`config.mk`:
```
export PLATFORM = sky130hd
export DESIGN_NAME = wiolj_alu
export DESIGN_NICKNAME = d
export VERILOG_FILES = /design/src/hdl/wiolj_pkg.sv /design/src/hdl/wiolj_alu.sv
export SDC_FILE = /design/constraint.sdc
export NUM_CORES = 1
export LEC_CHECK = 0
export BUFFER_PORTS_ARGS = -buffer_cell sky130_fd_sc_hd__buf_4
export CORE_ASPECT_RATIO = 1.5
export CORE_MARGIN = 2
export CORE_UTILIZATION = 30
export DETAILED_ROUTE_END_ITERATION = 12
export PLACE_DENSITY = 0.68
export SKIP_LAST_GASP = 1
export SLEW_MARGIN = 20
export SYNTH_ARGS = -nofsm -noshare
export SYNTH_HDL_FRONTEND = slang
export SYNTH_SLANG_ARGS = --single-unit
export TNS_END_PERCENT = 1
```
`constraint.sdc`:
```
create_clock -name vclk -period 3.4
set_input_delay 0 -clock vclk [all_inputs]
set_output_delay 0 -clock vclk [all_outputs]
set_load 0.02 [all_outputs]
```
`src/hdl/wiolj_pkg.sv`:
```
`default_nettype none
// ----------------------------------------------------------------------------
// wiolj_pkg: shared types and constants of the window interval overlap join
// Sizes of the reference store, operation codes, register indexes and the
// request and response structs that travel between the modules.
// ----------------------------------------------------------------------------
package wiolj_pkg;

  localparam int unsigned STORE_DEPTH = 1024;
  localparam int unsigned MAX_HITS    = 32;

  localparam int unsigned IDX_W = $clog2(STORE_DEPTH);
  localparam int unsigned CNT_W = $clog2(STORE_DEPTH + 1);
  localparam int unsigned HIT_W = $clog2(MAX_HITS + 1);

  localparam int unsigned COORD_W = 32;
  localparam int unsigned EXT_W   = 24;

  localparam logic [1:0] OP_RESTART = 2'd0;
  localparam logic [1:0] OP_LOAD    = 2'd1;
  localparam logic [1:0] OP_QUERY   = 2'd2;

  localparam logic [1:0] REG_LEFT_EXTEND  = 2'd0;
  localparam logic [1:0] REG_RIGHT_EXTEND = 2'd1;
  localparam logic [1:0] REG_MIRROR_MODE  = 2'd2;

  localparam logic [EXT_W-1:0] LEFT_EXTEND_RESET  = EXT_W'(1000);
  localparam logic [EXT_W-1:0] RIGHT_EXTEND_RESET = EXT_W'(1000);

  // Request to the shared adder pair: each lane computes a - b or a + b.
  typedef struct packed {
    logic [COORD_W-1:0] a0;
    logic [COORD_W-1:0] b0;
    logic               sub0;
    logic [COORD_W-1:0] a1;
    logic [COORD_W-1:0] b1;
    logic               sub1;
  } alu_req_t;

  // Bit COORD_W is the borrow of a subtraction or the carry of an addition.
  typedef struct packed {
    logic [COORD_W:0] r0;
    logic [COORD_W:0] r1;
  } alu_rsp_t;

  typedef struct packed {
    logic               wr_en;
    logic [IDX_W-1:0]   wr_addr;
    logic [COORD_W-1:0] wr_start;
    logic [COORD_W-1:0] wr_stop;
    logic               rd_en;
    logic [IDX_W-1:0]   rd_addr;
  } store_req_t;

endpackage

`default_nettype wire

```
`src/hdl/wiolj_alu.sv`:
```
`default_nettype none
// ----------------------------------------------------------------------------
// wiolj_alu: shared adder pair
// Two 33-bit add/subtract lanes that the sequencer reuses for window edges,
// ordering compares and relative positions.
// ----------------------------------------------------------------------------
module wiolj_alu (
  input  wire wiolj_pkg::alu_req_t  req,
  output wiolj_pkg::alu_rsp_t       rsp
);

  always_comb begin
    if (req.sub0) begin
      rsp.r0 = {1'b0, req.a0} - {1'b0, req.b0};
    end else begin
      rsp.r0 = {1'b0, req.a0} + {1'b0, req.b0};
    end
    if (req.sub1) begin
      rsp.r1 = {1'b0, req.a1} - {1'b0, req.b1};
    end else begin
      rsp.r1 = {1'b0, req.a1} + {1'b0, req.b1};
    end
  end

endmodule

`default_nettype wire

```
==> results.tsv <==
stage	metric	value	unit
power	PD cells	316.3	nW/um^2
grt	grt total ovfl	0	
placed_design	input/output buffers	196	
setup_path	worst-path fanout max	4	
floorplanning	Die H	158.3	um
grt	GRT Total Usage	20.07	%
timing	Final Slew Violations	0	
drt	DRC Markers	0	
grt	vias in the first global route	6374	
drt	final antenna-violating net count	0	
status	failing checks	negative setup slack	
yosys	Synth warnings	0	
timing	Setup TNS	-4.511	ns
yosys	share of the synthesized area in the top cell type	19.32	%
timing	period utilization	111.7	%
setup_path	CP arrival	3.80	ns
yosys	Cell variety after synth	68	
yosys	cell accounting for the most synthesized area	xnor2_1	
grt	initial antenna violation count	0	
setup_path	CP Capture Type	output port	
power	VDD IR max	0.2398	mV
placed_design	hpwl dp	15950	um
yosys	Post-Syn Instances	683	
yosys	part of the Yosys area used for sequential elements	0	%
timing	setup ws final	-0.3982	ns
min_path	Tightest Hold Check Type	in2out	
yosys	Cell Area, Synth	4761	um^2
layout	Clock Buffer Count	0	
drt	Routed WL	18370	um
layout	FF+latch area	0	um^2
grt	first-pass GRT wire length	28100	um
min_path	WHS Path Cells	3	
setup_path	CP Data Required Time	3.40	ns
floorplanning	CORE AREA	15550	um^2
flow_run	Max-Cap Viols	0	
setup_path	Worst Setup Start Kind	primary input	
layout	layout filler cell count	1588	
timing	final count of negative-setup-slack endpoints	21	
timing	minimum clock period	3.798	ns
floorplanning	Starting Density	30.61	%
layout	Total Nets Final	1241	
layout	layout cell share with drive strength beyond 1	40.44	%
floorplanning	Die W	106.9	um
yosys	net count after synthesis	881	
drt	drt wl/cell	14.77	um
drt	via count	6331	
drt	Via density	5.089	
floorplanning	I/O pin cnt	196	
yosys	top-count cell post-synth	xnor2_1	
floorplanning	full die area	16910	um^2
timing	RSZ-0062 raised after global routing	yes	
setup_path	Crit Path Class	in2out	
layout	number of diodes	0	
floorplanning	row cnt	56	
timing	measured slew at the worst slew-check pin	0.4612	ns
drt	DR iter-0 viols	188	
status	status	finished with violations	
timing	Hold Vio Cnt, Final	0	
yosys	top cells by area, synth	xnor2_1, ha_1, a21oi_1, nor2_1, a21o_1	
yosys	Post-synth top cells	xnor2_1, a21oi_1, nor2_1, ha_1, nand2_1	
timing	Achievable Freq	263.3	MHz
yosys	Mean Syn Cell Area	6.970	um^2
timing	worst hold slack	0.3861	ns
drt	DRT Pass-1 Iters	5	
timing	slew margin rel.	68.97	%
placed_design	DP Worst Slack	-0.3819	ns
power	Leakage	3.847	nW
placed_design	Placer Congestion	0.9171	
grt	largest net degree at the start of global routing	31	
layout	Layout area overhead	65.94	%
layout	seq_cells	0	
## worst max-delay path, stage by stage
cell,delay (ns)
buf_4,0.12
or3_4,0.38
or3_4,0.38
or3_4,0.39
nor2_4,0.14
and2_4,0.16
nor2_2,0.04
xnor2_1,0.12
ha_1,0.33
and2_4,0.19
and3_4,0.21
o211ai_1,0.17
a311oi_2,0.35
a31o_4,0.20
buf_6,0.10
nand2b_4,0.04
and3_4,0.18
xnor2_2,0.14
buf_4,0.15
## where the power goes
part	total [W]	internal [W]	switching, W
logic	0.00250	0.00121	0.00129
registers	0	0	0
clock network	0	0	0
## metrics by stage
step | instance area, um^2 | utilization [%] | instances | power, W
after floorplan | 4780 | - | 683 | 0.001332
after global placement | 7716 | 49.61 | 1237 | 0.002423
after detailed placement | 7716 | 49.61 | 1237 | 0.002431
after CTS | 7785 | 50.05 | 1240 | 0.002463
after global routing | 7900 | 50.79 | 1244 | 0.002694
final | 7900 | 50.79 | 1244 | 0.002498
## cell usage in the layout (no fill, tap or decap), drive strengths merged, types with 4 or more instances in the layout
master  count
a211oi      8
a21o       29
a21oi      93
a31oi      14
and2        4
and3        7
buf       371
ha         66
inv        31
nand2      37
nand2b     15
nand3      11
nand4       6
nor2       81
nor2b       7
nor3       21
nor4        9
o211ai      9
o21ai      31
o21bai      7
or3        11
xnor2     105
xor2       14
## final timing paths
check                   start      end  slack [ns]
worst max-delay path  req[77]  rsp[61]       -0.40
worst min-delay path  req[99]  rsp[34]        0.39
## final cells by class
class,instances,area [um^2],area share [%]
repair buffers,371,2789,35.30
inverters,31,116.4,1.473
multi-input cells,639,4741,60.01
well taps,203,254.0,3.215
## logic make-up (layout without fill, tap and decap cells)
| kind of cell | count (synthesis) | after routing | synth area share [%] |
|---|---|---|---|
| adders and majority gates | 68 | 68 | 18.19 |
| and+or+nand+nor | 226 | 226 | 25.76 |
| muxes | 2 | 2 | 0.4205 |
| AOI/OAI and AO/OA | 224 | 224 | 30.25 |
| xor gates and xnor gates | 119 | 119 | 21.89 |
| buffers and inverters | 44 | 402 | 3.495 |
## repair_timing
action,4_1_cts,5_1_grt
gates resized for setup,13,18
setup buffers,3,4
pin swaps,2,21
hold endpoints to repair,0,0
hold buffers,0,0
setup endpoints to repair,22,31
## metal layers
layer	part of all wire [%]	vias up	track usage, %	wire (um)
li1	-	3219	-	-
met1	34	2869	18.59	6324
met2	56	201	43.28	10300
met3	6.2	42	3.766	1144
met4	3.3	0	5.071	597
met5	0	-	0	0
(Power assumes the default switching activity.)
